### config.mk
export PLATFORM = sky130hd
export DESIGN_NAME = stbs_ctrl
export DESIGN_NICKNAME = d
export VERILOG_FILES = /design/src/stbs_pkg.sv /design/src/stbs_ctrl.sv
export SDC_FILE = /design/constraint.sdc
export NUM_CORES = 1
export LEC_CHECK = 0
export BUFFER_PORTS_ARGS = -buffer_cell sky130_fd_sc_hd__buf_2
export CAP_MARGIN = 10
export CORE_AREA = 2 2 39 41
export DETAILED_ROUTE_END_ITERATION = 8
export DIE_AREA = 0 0 41 43
export SYNTH_ARGS = -nofsm -noshare
export SYNTH_HDL_FRONTEND = slang
export SYNTH_SLANG_ARGS = --single-unit
### constraint.sdc
create_clock -name clk -period 3.6 [get_ports clk]
set_input_delay 0.18 -clock clk [delete_from_list [all_inputs] [get_ports clk]]
set_output_delay 0.18 -clock clk [all_outputs]
set_load 0.01 [all_outputs]
### src/stbs_pkg.sv
// ----------------------------------------------------------------------------
// stbs_pkg
// Shared types and constants for the sorted table binary search block.
// ----------------------------------------------------------------------------
`default_nettype none

package stbs_pkg;

	localparam int CMD_W   = 2;
	localparam int WORD_W  = 64;
	localparam int ORD_W   = 2;
	localparam int IDX_W   = 8;
	localparam int TOTAL_W = 9;

	typedef enum logic [CMD_W-1:0] {
		CMD_CLEAR  = 2'd0,
		CMD_APPEND = 2'd1,
		CMD_SEARCH = 2'd2
	} cmd_t;

	typedef enum logic [ORD_W-1:0] {
		ORD_EMPTY    = 2'd0,
		ORD_ASC      = 2'd1,
		ORD_DESC     = 2'd2,
		ORD_UNSORTED = 2'd3
	} ord_t;

	typedef enum logic [1:0] {
		ASEL_LO,
		ASEL_HI,
		ASEL_MID
	} addr_sel_t;

	typedef enum logic [2:0] {
		ST_IDLE,
		ST_CHK,
		ST_RLO,
		ST_RHI,
		ST_RMID,
		ST_STEP,
		ST_RESP
	} state_t;

	typedef struct packed {
		logic      start;
		logic      clear;
		logic      append;
		logic      rd_en;
		addr_sel_t rd_sel;
		logic      narrow;
		logic      set_found;
		logic      load_out;
	} ctl_cmd_t;

	typedef struct packed {
		logic searchable;
		logic hit;
		logic span_small;
	} dp_sts_t;

endpackage

`default_nettype wire

### src/stbs_ctrl.sv
// ----------------------------------------------------------------------------
// stbs_ctrl
// Controller: command decode, probe sequencing and response handshake.
// ----------------------------------------------------------------------------
`default_nettype none

module stbs_ctrl
	import stbs_pkg::*;
(
	input  wire logic             clk,
	input  wire logic             arst_n,
	input  wire logic             req_valid,
	input  wire logic [CMD_W-1:0] req_cmd,
	output logic                  req_ready,
	output logic                  rsp_valid,
	input  wire logic             rsp_ready,
	output ctl_cmd_t              cmd,
	input  wire dp_sts_t          sts
);

	state_t state_q;
	state_t state_d;
	logic   rsp_valid_q;

	always_ff @(posedge clk or negedge arst_n) begin
		if (!arst_n) begin
			state_q     <= ST_IDLE;
			rsp_valid_q <= 1'b0;
		end else begin
			state_q <= state_d;
			if (cmd.load_out) begin
				rsp_valid_q <= 1'b1;
			end else if (rsp_ready) begin
				rsp_valid_q <= 1'b0;
			end
		end
	end

	always_comb begin
		state_d   = state_q;
		cmd       = '0;
		req_ready = 1'b0;
		unique case (state_q)
			ST_IDLE: begin
				req_ready = 1'b1;
				if (req_valid) begin
					cmd.start = 1'b1;
					unique case (cmd_t'(req_cmd))
						CMD_CLEAR: begin
							cmd.clear = 1'b1;
							state_d   = ST_RESP;
						end
						CMD_APPEND: begin
							cmd.append = 1'b1;
							state_d    = ST_RESP;
						end
						CMD_SEARCH: begin
							state_d = ST_CHK;
						end
						default: begin
							state_d = ST_RESP;
						end
					endcase
				end
			end
			ST_CHK: begin
				if (sts.searchable) begin
					cmd.rd_en  = 1'b1;
					cmd.rd_sel = ASEL_LO;
					state_d    = ST_RLO;
				end else begin
					state_d = ST_RESP;
				end
			end
			ST_RLO: begin
				if (sts.hit) begin
					cmd.set_found = 1'b1;
					state_d       = ST_RESP;
				end else begin
					cmd.rd_en  = 1'b1;
					cmd.rd_sel = ASEL_HI;
					state_d    = ST_RHI;
				end
			end
			ST_RHI: begin
				if (sts.hit) begin
					cmd.set_found = 1'b1;
					state_d       = ST_RESP;
				end else if (sts.span_small) begin
					state_d = ST_RESP;
				end else begin
					cmd.rd_en  = 1'b1;
					cmd.rd_sel = ASEL_MID;
					state_d    = ST_RMID;
				end
			end
			ST_RMID: begin
				if (sts.hit) begin
					cmd.set_found = 1'b1;
					state_d       = ST_RESP;
				end else begin
					cmd.narrow = 1'b1;
					state_d    = ST_STEP;
				end
			end
			ST_STEP: begin
				if (sts.span_small) begin
					state_d = ST_RESP;
				end else begin
					cmd.rd_en  = 1'b1;
					cmd.rd_sel = ASEL_MID;
					state_d    = ST_RMID;
				end
			end
			ST_RESP: begin
				if (!rsp_valid_q || rsp_ready) begin
					cmd.load_out = 1'b1;
					state_d      = ST_IDLE;
				end
			end
			default: begin
				state_d = ST_IDLE;
			end
		endcase
	end

	assign rsp_valid = rsp_valid_q;

endmodule

`default_nettype wire

==> results.md, run 1 <==
* Status: completed
* Placed Cells at 83
* Tcrit/Tclk final at 0.507
* Die H at 43 um
* Synth Area in Adders at 0
* Max-cap viol count at 0
* N_diodes at 0
* CP max stage cell: dfrtp_1
* Xor and xnor area share after synthesis at 0
* Layout cells sized above 1 at 0.437
* Final core occ at 0.415
* Worst Slack Setup Final at 1.77 ns
* Post-synthesis compound-gate area fraction at 0.196
* Worst min-delay path category: primary input to flip-flop
* Worst EP required at 3.42 ns
* CTS tree: yes
* Number of global-route vias before repair at 402
* Multi-input gate area at 312 sq um
* Largest net degree at the start of global routing at 19
* Pwr Density at 759 nW/um^2
* Initial core utilization at 0.336
* Simple-gate area share of the yosys netlist at 0.427
* Via density at 5.07
* CTS Root Cell: clkbuf_4
* TNS Setup at 0 ns
* CTS Sinks at 4
* Avg WL per Cell at 11.4 um
* CP top delay family: simple AND/OR/NAND/NOR gates
* Worst hold slack at 0.259 ns
* Comb power frac at 0.556
* Layout area overhead at 23.4%
* CP max stage delay at 0.59 ns
* Gr usage total at 0.135
* Total power draw at 436 uW
* Switching part of the total at 0.469
* Gpl congestion at 0.723
* Clk slew on worst S/H paths at 0.03 ns
* # resized after CTS at 0
* Fin Clk Skew at 0.00134 ns
* Routed vias at 441
* Post-synth cell types at 35
* Crit path kind: flip-flop to primary output
* Non-filler cells, final at 87
* Cells after Synth at 52
* Total congestion overflow at 0
* Internal cell power at 231 uW
* Die footprint at 1760 sq um
* Core Box Area at 1380 sq um
* Routed Antenna Nets at 0
* Die W at 41 um
* Avg Cell Area, Syn at 8.95 sq um
* Net Count, Synth at 61
* RSZ-0062 raised after global routing: no
* Io pins at 20
* Total count of hold-check failures in the final report at 0
* Slew @ Worst Pin at 0.610 ns
* Fin nets at 82
* Synth Register Bits at 4
* Element type at the critical path end: primary output
* Crit start category: flip-flop
* DP HPWL at 744 um
* Rel. slew slack at 0.593
* Mux contribution to synthesized area at 0.0457
* Largest family of logic cells by synthesized area: simple AND/OR/NAND/NOR gates
* Register area at 100 sq um
* # rows at 14
* Port bufs at 19
* Reg power frac at 0.321
* Seq/Total Area, Yosys at 0.215
* Cell area after synthesis at 465 sq um
* Area after DPL at 542 sq um
* Critical Path Fanout Max at 18
* First-pass GRT wire length at 1670 um
* Clock Power Share at 0.123
* # setup viols final at 0
* Cts bufs inserted at 3
* Yosys warns at 0
* Post-Place Worst Slack at 2.02 ns
* P_sw at 204 uW
* H-tree levels at 1
* Initial DRC Count at 5
* Fmax at 547 MHz
* Final Max Tran Viols at 0
* Final wirelength at 995 um
* Fin crit period at 1.83 ns
* WP buf/inv at 1
* Arr. time, crit path at 1.65 ns
* DRC at 0
* Clock buffer depth at 2
* Postcts setup bufs at 0
* Initial antenna violation count at 0
* Later-pin clock latency in the skew report at 0.23 ns
* Peak VDD IR at 0.272 mV
* Fillcell total at 153
* Finished Cell Area at 574 sq um
* Leak pwr at 0.278 nW
* Drt pass-1 iters at 4
* CP Cell Sequence: nor3_4, nand2_1, nor3b_2, buf_2
-- sequential cells by signal (all words and copies together) (netlist names) --
| name | count |
|---|---|
| rsp_valid | 1 |
| state_q | 3 |
-- worst register-to-register path, stage by stage, from the launching register on --
cell and delay, ns:
dfrtp_1 0.72, and2b_1 0.27, a222oi_1 0.31, o2bb2ai_1 0.10
-- power by group through the flow --
stage               sequential (mW)  combinational (mW)  clock, mW
floorplan                    0.0871               0.254          0
global placement              0.139               0.244          0
detailed placement            0.140               0.243          0
CTS                           0.139               0.245     0.0563
global route                  0.149               0.273     0.0606
finish                        0.140               0.242     0.0538
-- kinds of logic (layout without fill, tap and decap cells) --
| logic type | Yosys count | count (layout) |
|---|---|---|
| and+or+nand+nor | 26 | 26 |
| AOI/OAI and AO/OA | 12 | 12 |
| buffers and inverters | 8 | 27 |
| DFF | 4 | 4 |
| muxes | 2 | 2 |
-- synth_stat cells --
cell       number  share of area
a222oi_1        1          0.022
o21ai_0         1          0.011
o2bb2ai_1       1          0.019
nor3_4          1          0.035
a21oi_1         2          0.022
o22ai_1         1          0.013
nor2b_1         1          0.013
or2_1           1          0.013
a22o_2          1          0.022
a32oi_1         1          0.019
nor3_1          1          0.011
nor4b_2         1          0.032
inv_1           4          0.032
nor2_2          1          0.013
mux2i_1         1          0.022
buf_2           1          0.011
nand2b_1        2          0.027
and2b_1         1          0.016
nand2_1         3          0.024
nor3b_1         1          0.016
nand3b_1        1          0.016
or3_1           2          0.027
and3_1          1          0.013
nor4bb_1        1          0.022
and2b_2         1          0.019
dfrtp_1         4           0.22
a22oi_1         2          0.032
nand4b_1        1          0.019
buf_6           3          0.073
o221ai_1        1          0.019
mux2_2          1          0.024
nor2_1          4          0.032
nor3b_2         1          0.027
nor4b_4         1          0.051
a21oi_2         1          0.019
-- layout make-up --
cell class / instances / share of cell area
Multi-Input combinational cell: 40 / 0.542
Timing Repair Buffer: 20 / 0.183
Sequential cell: 4 / 0.174
Clock buffer: 3 / 0.0392
Tap cell: 16 / 0.0349
Inverter: 4 / 0.0261
-- final timing paths --
path / cells after the start / slack [ns] / endpoint / start
min in group asynchronous: 2 / 0.29 / rsp_valid / arst_n
worst max-delay path: 4 / 1.77 / cmd[6] / state_q[2]
worst max register to register: 3 / 2.08 / state_q[2] / state_q[2]
worst min register to register: 2 / 0.57 / rsp_valid / rsp_valid
worst min-delay path: 3 / 0.26 / state_q[0] / req_cmd[0]
max in group asynchronous: 2 / 3.20 / state_q[0] / arst_n
-- layer usage --
layer | routed length (um) | part of all wire | vias to the layer above | GRT usage
li1 | - | - | 233 | -
met1 | 476 | 0.48 | 194 | 0.192
met4 | 0 | 0 | 0 | 0.0200
met2 | 468 | 0.47 | 14 | 0.197
met3 | 50 | 0.050 | 0 | 0.0471
met5 | 0 | 0 | - | 0
-- placed cells by master, fill, tap and decap left out, types with 2 or more instances in the layout --
| cell | instances |
|---|---|
| a22oi_1 | 2 |
| clkbuf_4 | 3 |
| nand2b_1 | 2 |
| a21oi_1 | 2 |
| or3_1 | 2 |
| dfrtp_1 | 4 |
| nand2_1 | 3 |
| nor2_1 | 4 |
| inv_1 | 4 |
| buf_2 | 19 |
-- repair_timing --
action	CTS	global route
hold buffers	1	0
setup endpoints to repair	0	0
hold endpoints to repair	4	0
No activity file was read; power rests on OpenSTA's default activity.
==> run 2, diff against run 1 <==
- clock period: 3.6 -> 1.7 ns (I/O delays scaled with it)
==> run 2 against run 1 <==
  * Power grew 130%
  * Clock power up 120%
  * Die area is the same
  * Combinational power up 150%
  * Sequential cell count is the same
  * Hold slack worse by 0.10 ns
  * Core utilization increased by 2.0 points
  * Critical endpoint unchanged
  * Sequential share of layout area down 0.38 points
  * Global-route usage up 0.11 points
==> results.md, run 2 (synthesized netlist as in run 1, its figures left out) <==
* Via density at 5.29
* Final core occ at 0.435
* CP Cell Sequence: nor3_4, nand2_2, nor3b_2, buf_2
* Fin nets at 85
* Clock buffer depth at 2
* Worst hold slack at 0.156 ns
* Arr. time, crit path at 1.48 ns
* Final wirelength at 1050 um
* Grt met1 use at 0.173
* Internal cell power at 535 uW
* Crit start category: flip-flop
* First-pass GRT wire length at 1600 um
* Met2 GRT Util at 0.200
* CTS tree: yes
* Die W at 41 um
* Total count of hold-check failures in the final report at 0
* # rows at 14
* Final Max Tran Viols at 0
* CTS Root Cell: clkbuf_4
* WP buf/inv at 1
* Largest register by flop count: state_q
* Fin Clk Skew at 0.00270 ns
* Largest register FFs at 3
* CTS Sinks at 4
* Gr usage total at 0.136
* Drt pass-1 iters at 6
* Most common cell after layout, fill and taps aside: buf_2
* CP max stage delay at 0.51 ns
* Avg WL per Cell at 11.7 um
* Die footprint at 1760 sq um
* Gpl congestion at 0.777
* Switching part of the total at 0.459
* Grt peak-use layer: met2
* DP HPWL at 782 um
* Initial core utilization at 0.336
* Total power draw at 989 uW
* Crit path kind: flip-flop to primary output
* Slew @ Worst Pin at 0.327 ns
* CP max stage cell: dfrtp_2
* Non-filler cells, final at 90
* Routed vias at 476
* CP top delay family: simple AND/OR/NAND/NOR gates
* Clk slew on worst S/H paths at 0.04 ns
* Rel. slew slack at 0.782
* Critical Path Fanout Max at 15
* Cts bufs inserted at 3
* Reg power frac at 0.278
* Layout area overhead at 29.3%
* Clock Power Share at 0.121
* Worst EP required at 1.62 ns
* Routed Antenna Nets at 0
* Core Box Area at 1380 sq um
* N_diodes at 0
* Layout cells sized above 1 at 0.500
* Total congestion overflow at 0
* Later-pin clock latency in the skew report at 0.24 ns
* # setup viols final at 0
* Fillcell total at 148
* Leak pwr at 0.291 nW
* Tcrit/Tclk final at 0.922
* Max-cap viol count at 0
* Peak VDD IR at 0.525 mV
* H-tree levels at 1
* Most frequent cells in the layout: 19 x buf_2, 4 x nor2_1, 4 x inv_1
* Register area at 103 sq um
* Comb power frac at 0.601
* Io pins at 20
* Port bufs at 19
* Fmax at 638 MHz
* Multi-input gate area at 314 sq um
* P_sw at 454 uW
* GR Util met3 at 0.0157
* Status: completed
* Number of global-route vias before repair at 407
* Placed Cells at 86
* Pwr Density at 1640 nW/um^2
* Worst min-delay path category: primary input to flip-flop
* Largest net degree at the start of global routing at 16
* DRC at 0
* Die H at 43 um
* Initial antenna violation count at 0
* Element type at the critical path end: primary output
* Initial DRC Count at 12
* Fin crit period at 1.57 ns
[run 2: cell types whose count changed in the layout (fill, tap and decap cells not counted)]
cell,before,now
buf_4,0,3
nand2_2,0,1
nand2_1,3,2
dfrtp_1,4,2
dfrtp_2,0,2
[run 2: per-layer routing]
layer  share of wire  up-vias
li1                -      238
met1            0.44      213
met2            0.49       23
met3           0.053        2
met4           0.018        0
met5               0        -
[run 2: through the flow]
step | setup WS, ns | instance area, sq um | TNS [ns]
5_1_grt | -0.000280 | 602 | -0.000280
3_5_place_dp | 0.232 | 564 | 0
2_1_floorplan | 0.422 | 465 | 0
4_1_cts | 0.0531 | 597 | 0
3_3_place_gp | 0.231 | 564 | 0
6_report | 0.132 | 602 | 0
[run 2: tightest hold or removal path: stages]
cell	delay, ns
buf_2	0.10
nand3b_1	0.12
a21oi_2	0.05
[run 2: final cells by class]
class / instances / share of cell area
clock buffer: 3 / 0.0374
multi-input combinational: 40 / 0.522
inverter: 4 / 0.0249
sequential: 4 / 0.170
timing repair buffer: 23 / 0.212
tap: 16 / 0.0333
[run 2: worst paths after layout]
kind | from | endpoint | slack (ns) | depth (start not counted)
worst min-delay path | req_cmd[0] | state_q[0] | 0.16 | 3
max in group asynchronous | arst_n | state_q[1] | 1.38 | 2
worst max register to register | state_q[2] | state_q[2] | 0.29 | 4
worst min register to register | rsp_valid | rsp_valid | 0.57 | 2
min in group asynchronous | arst_n | state_q[0] | 0.18 | 2
worst max-delay path | state_q[1] | cmd[6] | 0.13 | 4
[run 2: timing repair]
action	in CTS	in global routing
hold buffers	1	0
endpoints found under the setup margin	0	3
endpoints found under the hold margin	4	0
setup buffers	0	0
gates resized for setup	0	3
[run 2: power groups by stage]
stage | Clock, mW | Sequential [mW] | Combinational, mW
floorplan | 0 | 0.184 | 0.538
global placement | 0 | 0.268 | 0.589
detailed placement | 0 | 0.266 | 0.589
CTS | 0.123 | 0.268 | 0.593
global route | 0.132 | 0.286 | 0.653
finish | 0.120 | 0.274 | 0.594
==> run 3, diff against run 2 <==
- clock period: 1.7 -> 1.4 ns (I/O delays scaled with it)
==> run 3 against run 2 <==
  * The run now ends with negative setup slack left
  * Clock-buffer cell count unchanged
  * Largest cell class unchanged
  * Power increased by 58%
  * Core utilization increased by 9.7 points
  * Clock skew increased by 0.0014 ns
  * Non-clock buffer count increased by 13
  * Wire length increased by 22%
  * Global-route usage increased by 2.9 points
  * Critical path depth increased by 1
==> results.md, run 3 (synthesized netlist as in run 1, its figures left out) <==
* CP max stage cell: dfrtp_2
* Leak pwr at 0.363 nW
* CP max stage delay at 0.46 ns
* Element type at the critical path end: primary output
* Routed vias at 529
* Drt pass-1 iters at 4
* Failing checks: negative setup slack
* Final wirelength at 1290 um
* Largest register FFs at 3
* Die H at 43 um
* Reg2Reg Depth at 5
* CTS tree: yes
* Clock buffer depth at 2
* Gpl congestion at 0.777
* Later-pin clock latency in the skew report at 0.24 ns
* Final Max Tran Viols at 0
* Critical Path Fanout Max at 6
* DP HPWL at 841 um
* Total congestion overflow at 0
* Initial antenna violation count at 0
* Total count of hold-check failures in the final report at 0
* Fin Clk Skew at 0.00414 ns
* H-tree levels at 1
* Worst EP required at 1.33 ns
* Critical path origin: state_q[1]
* Worst Slack Setup Final at -0.0591 ns
* Layout area overhead at 58.1%
* Most common cell after layout, fill and taps aside: buf_2
* Port bufs at 19
* Status: finished with violations
* Max-cap viol count at 0
* First-pass GRT wire length at 2050 um
* GR Util met3 at 0.0366
* Grt peak-use layer: met2
* Largest net degree at the start of global routing at 8
* CTS Sinks at 4
* CP Cell Sequence: buf_6, nor2_1, a21oi_1, nor2_1, buf_2
* Avg WL per Cell at 12.5 um
* Io pins at 20
* Die W at 41 um
* RSZ-0062 raised after global routing: yes
* Most frequent cell on the critical path: nor2_1
* # setup viols final at 7
* Clk slew on worst S/H paths at 0.04 ns
* Met2 GRT Util at 0.288
* Grt met1 use at 0.189
* Instance count on the critical path at 5
* Crit start category: flip-flop
* Slew @ Worst Pin at 0.295 ns
* Routed Antenna Nets at 0
* Rel. slew slack at 0.801
* Most frequent cells in the layout: 19 x buf_2, 10 x buf_4, 6 x buf_6
* DRC at 0
* Reg-to-reg startpoint: state_q[1]
* Fin crit period at 1.46 ns
* Gr usage total at 0.165
* TNS Setup at -0.142 ns
* N_diodes at 0
* Area after DPL at 587 sq um
* Finished Cell Area at 736 sq um
* Fillcell total at 138
* Peak VDD IR at 0.913 mV
* Initial core utilization at 0.336
* Via density at 5.14
* Final core occ at 0.532
* Worst min-delay path category: primary input to asynchronous set/reset pin
* Fin nets at 98
* Total power draw at 1.57 mW
* Tcrit/Tclk final at 1.04
* Number of global-route vias before repair at 523
* Initial DRC Count at 15
* Die footprint at 1760 sq um
* Crit path kind: flip-flop to primary output
* Layout cells sized above 1 at 0.609
* CP top delay family: flip-flops
* Arr. time, crit path at 1.39 ns
* # rows at 14
* Core Box Area at 1380 sq um
* Pwr Density at 2130 nW/um^2
* Fmax at 685 MHz
* Cts bufs inserted at 3
* Post-Place Worst Slack at 0.00169 ns
* WP buf/inv at 2
* CTS Root Cell: clkbuf_4
* Largest register by flop count: state_q
## run 3: cell types whose count changed in the layout (fill, tap and decap cells not counted), sizes merged
cell / delta
buf: +13
## run 3: path summary, 6_finish.rpt
path                                    to  slack (ns)
worst max register to register  state_q[2]        0.02
worst min register to register   rsp_valid        0.56
worst min-delay path             rsp_valid        0.16
min in group clk                state_q[0]        0.16
worst max-delay path                cmd[1]       -0.06
max in group asynchronous       state_q[0]        1.11
## run 3: area by class of cell
class | instances | area, sq um | area share
clock buffer | 3 | 22.5 | 0.0306
inverter | 4 | 15.0 | 0.0204
multi-input combinational | 40 | 327 | 0.444
sequential | 4 | 104 | 0.141
tap | 16 | 20.0 | 0.0272
timing repair buffer | 36 | 248 | 0.337
## run 3: worst reg2reg max path, cell delays in order, from the launching register on
cell and delay, ns:
dfrtp_2 0.46, buf_6 0.16, buf_6 0.11, or3_1 0.31
a21oi_1 0.15, o2bb2ai_1 0.07
## run 3: metrics by stage
step | cells | hold slack [ns]
global route | 103 | 0.169
CTS | 103 | 0.146
global placement | 89 | -0.122
detailed placement | 89 | -0.122
floorplan | 52 | -0.226
finish | 103 | 0.155
## run 3: timing repair
action / in CTS / in global routing
endpoints found under the hold margin: 4 / 0
hold buffers: 1 / 0
gates resized for setup: 10 / 5
setup endpoints to repair: 11 / 9
pin swaps: 7 / 5
setup buffers: 10 / 0
## run 3: power by group
group / leakage [nW] / switching, mW / internal, mW / total (mW)
logic: 0.303 / 0.493 / 0.646 / 1.14
registers: 0.0460 / 0.105 / 0.179 / 0.284
clock network: 0.0138 / 0.0468 / 0.0959 / 0.143
## run 3: layer usage
metal	wire (um)	share of wire
met1	543	0.42
met2	677	0.52
met3	68	0.053
met4	0	0
met5	0	0
